==> src/rtl/delta_of_delta_timestamp_encoder_unit_assert.svh <==
// Assertion macros used by the timestamp encoder controller.
`ifndef DELTA_OF_DELTA_TIMESTAMP_ENCODER_UNIT_ASSERT_SVH
`define DELTA_OF_DELTA_TIMESTAMP_ENCODER_UNIT_ASSERT_SVH

// The consequent must hold in the same cycle as the antecedent.
`define DODENC_ASSERT_NOW(lbl, clk, rst, ante, cons, msg) \
   lbl: assert property (@(posedge clk) disable iff (rst) (ante) |-> (cons)) \
      else $error(msg);

// The consequent must hold in the cycle after the antecedent.
`define DODENC_ASSERT_NEXT(lbl, clk, rst, ante, cons, msg) \
   lbl: assert property (@(posedge clk) disable iff (rst) (ante) |=> (cons)) \
      else $error(msg);

`endif

==> src/rtl/dodenc_pkg.sv <==
// Types and constants shared by the timestamp encoder modules.
package dodenc_pkg;

   localparam int unsigned CSR_IDX_W  = 2;
   localparam int unsigned CSR_DATA_W = 32;

   localparam logic [CSR_IDX_W-1:0] CSR_TOTAL_ITEMS  = 2'd0;
   localparam logic [CSR_IDX_W-1:0] CSR_BLOCK_LENGTH = 2'd1;
   localparam logic [CSR_IDX_W-1:0] CSR_ZIGZAG_MODE  = 2'd2;

   localparam logic [7:0] SIGN_POS  = 8'h00;
   localparam logic [7:0] SIGN_NEG  = 8'h01;
   localparam logic [7:0] VAR_MORE  = 8'h80;
   localparam int unsigned SIGN_BIT = 63;

   typedef enum logic [2:0] {
      ST_IDLE,
      ST_PREP,
      ST_HDR,
      ST_CNT,
      ST_RAW,
      ST_DLT,
      ST_SGN,
      ST_VAR
   } dodenc_state_type;

   typedef enum logic [2:0] {
      SRC_HDR,
      SRC_CNT,
      SRC_RAW,
      SRC_DLT,
      SRC_SGN,
      SRC_VAR
   } dodenc_src_type;

   typedef struct packed {
      logic           load;
      logic           prep;
      logic           emit;
      dodenc_src_type src;
      logic [2:0]     idx;
      logic           run_last;
   } dodenc_cmd_type;

   typedef struct packed {
      logic slot_free;
      logic first_item;
      logic blk0;
      logic blk1;
      logic zigzag;
      logic var_done;
   } dodenc_sts_type;

endpackage

==> src/rtl/delta_of_delta_timestamp_encoder_unit.sv <==
// Top level of the delta-of-delta timestamp encoder.
// The encoder takes one signed 64-bit timestamp per input word and turns it into a
// little-endian byte stream, one byte per output word. The first word of a stream
// emits an 8-byte header (total_items, then block_length); the first word of every
// block emits a 4-byte count and the raw 8-byte timestamp; the second word of a block
// emits its raw 8-byte delta; every later word emits its delta-of-delta as a base-128
// varint, zigzag coded or preceded by a sign byte depending on zigzag_mode. run_last
// marks the final byte caused by each input word and stream_end the final byte of the
// stream. One word is in flight at a time: an accepted word first passes through the
// prepare step (the delta is formed at acceptance, the delta-of-delta and varint value
// in the prepare step) and then yields one output byte per cycle while the output
// register is free, from 1 to 20 bytes per word. The byte sequencer in the controller
// sets that pace, and a stalled output port holds the sequencer for as long as it
// stalls. The final output byte sits in a register, so the next timestamp is
// taken while that byte still waits to be read. Configuration is written through the
// csr port while the encoder is idle: index 0 total_items, 1 block_length,
// 2 zigzag_mode (bit 0 of the data); other indexes are ignored.
module delta_of_delta_timestamp_encoder_unit (
   input  logic                              clock,
   input  logic                              reset,
   input  logic                              csr_we,
   input  logic [dodenc_pkg::CSR_IDX_W-1:0]  csr_index,
   input  logic [dodenc_pkg::CSR_DATA_W-1:0] csr_wdata,
   input  logic                              req_valid,
   output logic                              req_ready,
   input  logic signed [63:0]                req_stamp,
   output logic                              rsp_valid,
   input  logic                              rsp_ready,
   output logic [7:0]                        rsp_out_byte,
   output logic                              rsp_run_last,
   output logic                              rsp_stream_end
);

   // Commands flow from the controller to the datapath; status flows back.
   dodenc_pkg::dodenc_cmd_type cmd;
   dodenc_pkg::dodenc_sts_type sts;

   // The controller owns the handshake on the input side and walks through the
   // header, count, raw, delta, sign and varint fields of the current word.
   dodenc_ctrl u_ctrl (
      .clock     (clock),
      .reset     (reset),
      .req_valid (req_valid),
      .req_ready (req_ready),
      .sts       (sts),
      .cmd       (cmd)
   );

   // The datapath holds the configuration, the stream and block positions, the
   // previous timestamp and delta, and the registered output byte.
   dodenc_dp u_dp (
      .clock          (clock),
      .reset          (reset),
      .csr_we         (csr_we),
      .csr_index      (csr_index),
      .csr_wdata      (csr_wdata),
      .req_stamp      (req_stamp),
      .cmd            (cmd),
      .sts            (sts),
      .rsp_valid      (rsp_valid),
      .rsp_ready      (rsp_ready),
      .rsp_out_byte   (rsp_out_byte),
      .rsp_run_last   (rsp_run_last),
      .rsp_stream_end (rsp_stream_end)
   );

endmodule

==> src/rtl/dodenc_dp.sv <==
// Datapath of the timestamp encoder: registers, arithmetic, byte select, output word.
module dodenc_dp (
   input  logic                                 clock,
   input  logic                                 reset,
   input  logic                                 csr_we,
   input  logic [dodenc_pkg::CSR_IDX_W-1:0]     csr_index,
   input  logic [dodenc_pkg::CSR_DATA_W-1:0]    csr_wdata,
   input  logic signed [63:0]                   req_stamp,
   input  dodenc_pkg::dodenc_cmd_type           cmd,
   output dodenc_pkg::dodenc_sts_type           sts,
   output logic                                 rsp_valid,
   input  logic                                 rsp_ready,
   output logic [7:0]                           rsp_out_byte,
   output logic                                 rsp_run_last,
   output logic                                 rsp_stream_end
);

   logic [31:0] total_items_ff, block_length_ff;
   logic        zigzag_ff;
   logic [31:0] stream_idx_ff, block_idx_ff;
   logic [63:0] prior_stamp_ff, prior_delta_ff;
   logic [63:0] stamp_ff, delta_ff, vval_ff;
   logic [31:0] count_ff;
   logic        neg_ff, first_ff, blk0_ff, blk1_ff, ends_ff;
   logic        rsp_valid_ff, rsp_valid_in;
   logic [7:0]  rsp_byte_ff, byte_in;
   logic        rsp_last_ff, rsp_end_ff;

   logic [31:0] total_eff, block_eff, remain, count_in;
   logic [32:0] stream_nxt, block_nxt;
   logic        ends_in, blk_wrap;
   logic [63:0] delta_in, dod, ndod, vval_in;
   logic        var_done;

   // Zero-valued registers are sequenced as if they were one.
   assign total_eff  = (total_items_ff == 32'd0) ? 32'd1 : total_items_ff;
   assign block_eff  = (block_length_ff == 32'd0) ? 32'd1 : block_length_ff;
   assign stream_nxt = {1'b0, stream_idx_ff} + 33'd1;
   assign block_nxt  = {1'b0, block_idx_ff} + 33'd1;
   assign ends_in    = stream_nxt >= {1'b0, total_eff};
   assign blk_wrap   = block_nxt >= {1'b0, block_eff};
   assign remain     = (stream_idx_ff < total_eff) ? (total_eff - stream_idx_ff) : 32'd1;
   assign count_in   = (remain < block_eff) ? remain : block_eff;
   assign delta_in   = $unsigned(req_stamp) - prior_stamp_ff;

   // Both differences are formed side by side, so the magnitude needs no second adder.
   assign dod  = delta_ff - prior_delta_ff;
   assign ndod = prior_delta_ff - delta_ff;
   always_comb begin
      if (zigzag_ff) begin
         vval_in = {dod[62:0], 1'b0} ^ {64{dod[dodenc_pkg::SIGN_BIT]}};
      end else if (dod[dodenc_pkg::SIGN_BIT]) begin
         vval_in = ndod;
      end else begin
         vval_in = dod;
      end
   end

   assign var_done = (vval_ff[63:7] == 57'd0);

   always_comb begin
      case (cmd.src)
         dodenc_pkg::SRC_HDR: begin
            if (cmd.idx[2]) begin
               byte_in = block_length_ff[8*cmd.idx[1:0] +: 8];
            end else begin
               byte_in = total_items_ff[8*cmd.idx[1:0] +: 8];
            end
         end
         dodenc_pkg::SRC_CNT: byte_in = count_ff[8*cmd.idx[1:0] +: 8];
         dodenc_pkg::SRC_RAW: byte_in = stamp_ff[8*cmd.idx +: 8];
         dodenc_pkg::SRC_DLT: byte_in = delta_ff[8*cmd.idx +: 8];
         dodenc_pkg::SRC_SGN: byte_in = neg_ff ? dodenc_pkg::SIGN_NEG : dodenc_pkg::SIGN_POS;
         dodenc_pkg::SRC_VAR: begin
            byte_in = {1'b0, vval_ff[6:0]} | (var_done ? 8'h00 : dodenc_pkg::VAR_MORE);
         end
         default: byte_in = 8'h00;
      endcase
   end

   always_ff @(posedge clock) begin
      if (reset) begin
         total_items_ff  <= 32'd1;
         block_length_ff <= 32'd1024;
         zigzag_ff       <= 1'b1;
      end else if (csr_we) begin
         unique case (csr_index)
            dodenc_pkg::CSR_TOTAL_ITEMS:  total_items_ff  <= csr_wdata;
            dodenc_pkg::CSR_BLOCK_LENGTH: block_length_ff <= csr_wdata;
            dodenc_pkg::CSR_ZIGZAG_MODE:  zigzag_ff       <= csr_wdata[0];
            default: ;
         endcase
      end
   end

   always_ff @(posedge clock) begin
      if (reset) begin
         stream_idx_ff  <= 32'd0;
         block_idx_ff   <= 32'd0;
         prior_stamp_ff <= 64'd0;
         prior_delta_ff <= 64'd0;
      end else begin
         if (cmd.load) begin
            prior_stamp_ff <= $unsigned(req_stamp);
            if (ends_in) begin
               stream_idx_ff <= 32'd0;
               block_idx_ff  <= 32'd0;
            end else begin
               stream_idx_ff <= stream_nxt[31:0];
               block_idx_ff  <= blk_wrap ? 32'd0 : block_nxt[31:0];
            end
         end
         if (cmd.prep) begin
            prior_delta_ff <= blk0_ff ? 64'd0 : delta_ff;
         end
      end
   end

   always_ff @(posedge clock) begin
      if (cmd.load) begin
         stamp_ff <= $unsigned(req_stamp);
         delta_ff <= delta_in;
         count_ff <= count_in;
         first_ff <= (stream_idx_ff == 32'd0);
         blk0_ff  <= (block_idx_ff == 32'd0);
         blk1_ff  <= (block_idx_ff == 32'd1);
         ends_ff  <= ends_in;
      end
      if (cmd.prep) begin
         vval_ff <= vval_in;
         neg_ff  <= dod[dodenc_pkg::SIGN_BIT];
      end else if (cmd.emit && (cmd.src == dodenc_pkg::SRC_VAR)) begin
         vval_ff <= {7'd0, vval_ff[63:7]};
      end
   end

   assign rsp_valid_in = cmd.emit | (rsp_valid_ff & ~rsp_ready);

   always_ff @(posedge clock) begin
      if (reset) begin
         rsp_valid_ff <= 1'b0;
      end else begin
         rsp_valid_ff <= rsp_valid_in;
      end
   end

   always_ff @(posedge clock) begin
      if (cmd.emit) begin
         rsp_byte_ff <= byte_in;
         rsp_last_ff <= cmd.run_last;
         rsp_end_ff  <= cmd.run_last & ends_ff;
      end
   end

   assign sts.slot_free  = ~rsp_valid_ff | rsp_ready;
   assign sts.first_item = first_ff;
   assign sts.blk0       = blk0_ff;
   assign sts.blk1       = blk1_ff;
   assign sts.zigzag     = zigzag_ff;
   assign sts.var_done   = var_done;

   assign rsp_valid      = rsp_valid_ff;
   assign rsp_out_byte   = rsp_byte_ff;
   assign rsp_run_last   = rsp_last_ff;
   assign rsp_stream_end = rsp_end_ff;

endmodule

==> src/rtl/dodenc_ctrl.sv <==
// Controller of the timestamp encoder: sequences the byte fields of one word.
`include "delta_of_delta_timestamp_encoder_unit_assert.svh"

module dodenc_ctrl (
   input  logic                       clock,
   input  logic                       reset,
   input  logic                       req_valid,
   output logic                       req_ready,
   input  dodenc_pkg::dodenc_sts_type sts,
   output dodenc_pkg::dodenc_cmd_type cmd
);

   dodenc_pkg::dodenc_state_type state_ff, state_in, body_st;
   logic [2:0] idx_ff, idx_in;

   // Field that follows the header, or that opens a word without one.
   always_comb begin
      if (sts.blk0) begin
         body_st = dodenc_pkg::ST_CNT;
      end else if (sts.blk1) begin
         body_st = dodenc_pkg::ST_DLT;
      end else if (sts.zigzag) begin
         body_st = dodenc_pkg::ST_VAR;
      end else begin
         body_st = dodenc_pkg::ST_SGN;
      end
   end

   always_comb begin
      state_in = state_ff;
      idx_in   = idx_ff;
      unique case (state_ff)
         dodenc_pkg::ST_IDLE: begin
            if (req_valid) begin
               state_in = dodenc_pkg::ST_PREP;
            end
         end
         dodenc_pkg::ST_PREP: begin
            idx_in   = 3'd0;
            state_in = sts.first_item ? dodenc_pkg::ST_HDR : body_st;
         end
         dodenc_pkg::ST_HDR: begin
            if (sts.slot_free) begin
               idx_in = idx_ff + 3'd1;
               if (idx_ff == 3'd7) begin
                  state_in = body_st;
               end
            end
         end
         dodenc_pkg::ST_CNT: begin
            if (sts.slot_free) begin
               idx_in = idx_ff + 3'd1;
               if (idx_ff == 3'd3) begin
                  idx_in   = 3'd0;
                  state_in = dodenc_pkg::ST_RAW;
               end
            end
         end
         dodenc_pkg::ST_RAW,
         dodenc_pkg::ST_DLT: begin
            if (sts.slot_free) begin
               idx_in = idx_ff + 3'd1;
               if (idx_ff == 3'd7) begin
                  state_in = dodenc_pkg::ST_IDLE;
               end
            end
         end
         dodenc_pkg::ST_SGN: begin
            if (sts.slot_free) begin
               state_in = dodenc_pkg::ST_VAR;
            end
         end
         dodenc_pkg::ST_VAR: begin
            if (sts.slot_free && sts.var_done) begin
               state_in = dodenc_pkg::ST_IDLE;
            end
         end
         default: state_in = dodenc_pkg::ST_IDLE;
      endcase
   end

   always_comb begin
      req_ready    = 1'b0;
      cmd.load     = 1'b0;
      cmd.prep     = 1'b0;
      cmd.emit     = 1'b0;
      cmd.src      = dodenc_pkg::SRC_HDR;
      cmd.idx      = idx_ff;
      cmd.run_last = 1'b0;
      unique case (state_ff)
         dodenc_pkg::ST_IDLE: begin
            req_ready = 1'b1;
            cmd.load  = req_valid;
         end
         dodenc_pkg::ST_PREP: cmd.prep = 1'b1;
         dodenc_pkg::ST_HDR: begin
            cmd.emit = sts.slot_free;
            cmd.src  = dodenc_pkg::SRC_HDR;
         end
         dodenc_pkg::ST_CNT: begin
            cmd.emit = sts.slot_free;
            cmd.src  = dodenc_pkg::SRC_CNT;
         end
         dodenc_pkg::ST_RAW: begin
            cmd.emit     = sts.slot_free;
            cmd.src      = dodenc_pkg::SRC_RAW;
            cmd.run_last = (idx_ff == 3'd7);
         end
         dodenc_pkg::ST_DLT: begin
            cmd.emit     = sts.slot_free;
            cmd.src      = dodenc_pkg::SRC_DLT;
            cmd.run_last = (idx_ff == 3'd7);
         end
         dodenc_pkg::ST_SGN: begin
            cmd.emit = sts.slot_free;
            cmd.src  = dodenc_pkg::SRC_SGN;
         end
         dodenc_pkg::ST_VAR: begin
            cmd.emit     = sts.slot_free;
            cmd.src      = dodenc_pkg::SRC_VAR;
            cmd.run_last = sts.var_done;
         end
         default: ;
      endcase
   end

   always_ff @(posedge clock) begin
      if (reset) begin
         state_ff <= dodenc_pkg::ST_IDLE;
         idx_ff   <= 3'd0;
      end else begin
         state_ff <= state_in;
         idx_ff   <= idx_in;
      end
   end

   `DODENC_ASSERT_NEXT(a_load_then_prep, clock, reset, cmd.load, state_ff == dodenc_pkg::ST_PREP, "accepted word did not enter the prepare step")
   `DODENC_ASSERT_NEXT(a_last_then_idle, clock, reset, cmd.emit && cmd.run_last, state_ff == dodenc_pkg::ST_IDLE, "controller stayed busy after the last byte of a word")
   `DODENC_ASSERT_NOW(a_cnt_idx_range, clock, reset, state_ff == dodenc_pkg::ST_CNT, idx_ff[2] == 1'b0, "count field index ran past four bytes")
   `DODENC_ASSERT_NOW(a_emit_needs_slot, clock, reset, cmd.emit, sts.slot_free, "byte emitted while the output register was still occupied")

endmodule
==> config.mk <==
export PLATFORM = sky130hd
export DESIGN_NAME = delta_of_delta_timestamp_encoder_unit
export DESIGN_NICKNAME = d
export VERILOG_FILES = /design/src/rtl/dodenc_pkg.sv /design/src/rtl/delta_of_delta_timestamp_encoder_unit.sv /design/src/rtl/dodenc_dp.sv /design/src/rtl/dodenc_ctrl.sv
export VERILOG_INCLUDE_DIRS = /design/src /design/src/rtl
export SDC_FILE = /design/constraint.sdc
export NUM_CORES = 2
export LEC_CHECK = 0
export BUFFER_PORTS_ARGS = -buffer_cell sky130_fd_sc_hd__buf_2
export CAP_MARGIN = 20
export CORE_UTILIZATION = 58
export DETAILED_ROUTE_END_ITERATION = 6
export PLACE_DENSITY = 0.77
export SLEW_MARGIN = 20
export SYNTH_ARGS = -nofsm -noshare
export SYNTH_HDL_FRONTEND = slang
export SYNTH_SLANG_ARGS = --single-unit
==> constraint.sdc <==
create_clock -name clock -period 9.7 [get_ports clock]
set_input_delay 0.485 -clock clock [delete_from_list [all_inputs] [get_ports clock]]
set_output_delay 0.485 -clock clock [all_outputs]
set_load 0.03 [all_outputs]
==> metrics <==
WL final 128,000 um; WS Path Type register to register; largest net degree at the start of global routing approximately 180; share of layout cells above drive strength 1 under 10%; FP Rows 94; Hold Vio Cnt, Final 0; Worst Path Arrival 7.54 ns; Power Density roughly 310 nW/um^2; Clock Skew between 0.06 and 0.07 ns; Critical R2R Launch u_dp.total_items_ff[6]$_SDFFE_PP0P_; Ports 115; Gate Count Post-Synth 4,680; Area contributors post-synth edfxtp_1 18%, dfxtp_1 14%, ha_1 10%, a21oi_1 6.4%, nand2_1 5.5%; vias in the first global route roughly 32,000; first-pass GRT wire length 193,000 um; Least-Margin Pin Slew 1.12 ns; Layout area overhead 7.01%; via count 35,200; FMAX between 100 and 150 MHz; Syn. warnings 0; DRC Markers 0; synth unique cells 102; total negative slack 0 ns; register bit total from synthesis 503; Mapped Nets 5,112; gr usage total 36.8%; full die area 68,100 sq um; Clock Latency Late Sink around 0.67 ns; Hold WC Path Type primary input to register; WP buf/inv 2; synthesized area 38,900 sq um; clock sinks 503; Clock Pin Slew Worst Setup and Hold Paths 0.06 ns; CTS Buffer Depth 3; Post-Layout Cell Count 5,506; Tcrit/Tclk final between 70% and 80%; initial antenna violation count 6; sequential-to-total area share from yosys stat 32.1%; hold wc startpoint req_stamp[13]; antenna-violating nets left 0; Slew Limit Fails 0; CP startpoint u_dp.total_items_ff[6]$_SDFFE_PP0P_; maximum vdd drop 0.453 mV; Yosys top cell area share 18.5%; ys flop type dfxtp_1; RSZ-0062 raised after global routing no; Worst path slowest cell nor3b_1; Root Driver clkbuf_16; CP delay by family, top simple AND/OR/NAND/NOR gates; PostCTS Resize Cnt 0; MaxCap Viol Count 0; Post-synth EDFFs roughly 240; Crit Path Max Fanout 33; core box area 66,100 sq um; TritonCTS clock tree built; global route overflow 0; CP most frequent cell o21ai_0; minimum clock period 7.12 ns; initial core utilization 58.8%; Avg Cell Area, Syn 8.31 sq um; LEAKAGE 16.2 nW; I/O Buffers 114; First-pass DRT Iterations 6; Core Util, Final ~63%; Die Y-Extent 261 um; CP required 10.12 ns; Net count, final 5,024; H-tree Lvls 2; count leader, synth nand2_1; CP endpoint kind register; Post-Place Cells ~5,400; cell taking the most area after synthesis edfxtp_1; dpl hpwl 99,100 um; Num CTS Buffers 59; Post-synth ARST share 0%; via/cell ratio 6.39; critical path launch point type register; die width 261 um; gpl congestion between 1 and 1.5; Initial DRC Count 4,476; Slew HR between 20% and 30%; final setup fails 0; Avg WL per Cell roughly 23 um; outcome finished clean; slowest stage delay, CP between 0.6 and 0.7 ns; Post-synth top cells 574 x nand2_1, 500 x a21oi_1, 384 x nor2_1, 346 x inv_1, 325 x ha_1
## registers in the layout (all words and copies together), names as in the netlist, 8 cells and up
name	cells
u_dp.block_idx_ff	32
u_dp.delta_ff	64
u_dp.vval_ff	64
u_dp.stamp_ff	64
u_dp.block_length_ff	32
u_dp.prior_stamp_ff	64
u_dp.total_items_ff	32
u_dp.prior_delta_ff	64
u_dp.count_ff	32
u_dp.rsp_out_byte	8
u_dp.stream_idx_ff	32
## layer usage
metal  GRT usage (%)  wire length (um)  vias up
li1                -                 -    16400
met3            6.78             14000      224
met4            11.1              3910        4
met2            51.9             52400     1731
met5               0                27        -
met1            56.4             57800    16800
## what timing repair did
item | CTS | global route
setup buffers | 0 | 0
hold endpoints to repair | 2 | 0
hold buffers | 2 | 0
## through the flow
step / worst slack [ns] / total power, mW / instance area (sq um) / hold WS (ns)
floorplan: 2.50 / 8.62 / 38900 / 0.436
global placement: 2.77 / 10.3 / 39500 / 0.442
detailed placement: 2.77 / 10.4 / 39500 / 0.447
CTS: 2.79 / 12.8 / 41600 / 0.0102
global route: 2.12 / 13.6 / 41600 / 0.0329
finish: 2.58 / 12.9 / 41600 / 0.0415
## layout by cell type, fill, tap and decap left out, types with 117 or more instances in the layout
cell	instances
nand2_1	572
a21oi_1	500
nor2_1	383
inv_1	343
ha_1	325
dfxtp_1	262
o21ai_0	250
edfxtp_1	239
xnor2_1	213
a21o_1	117
## power breakdown
part           total, mW  switching, mW  internal (mW)
sequential          3.47          0.485           2.99
combinational       7.07           4.48           2.59
clock               2.37          0.977           1.40
## cell type report
type | instances | area, sq um
Clock inverter | 36 | 450
Multi-Input combinational cell | 3537 | 23900
Inverter | 350 | 1330
Antenna cell | 2 | 5.00
Fill cell | 5889 | 24500
Clock buffer | 73 | 1610
Tap cell | 864 | 1080
Sequential cell | 503 | 12500
Timing Repair Buffer | 141 | 800
## cells by family after synthesis
kind of cell	synth area share, %
buf+inv	6.68
xor+xnor	7.12
compound gates	20.3
fa+ha+maj	10.7
simple gates	16.9
mux	6.24
flops	32.1
## worst paths after layout
check                                                             to  cells after the start  slack [ns]
worst max-delay path                     u_dp.count_ff[25]$_DFFE_PP_                     25        2.58
worst min-delay path                     u_dp.stamp_ff[13]$_DFFE_PP_                      1        0.04
worst max register to register           u_dp.count_ff[25]$_DFFE_PP_                     25        2.58
worst min register to register  u_dp.prior_stamp_ff[33]$_SDFFE_PP0P_                      2        0.45
Power figures use the tool's default switching activity.
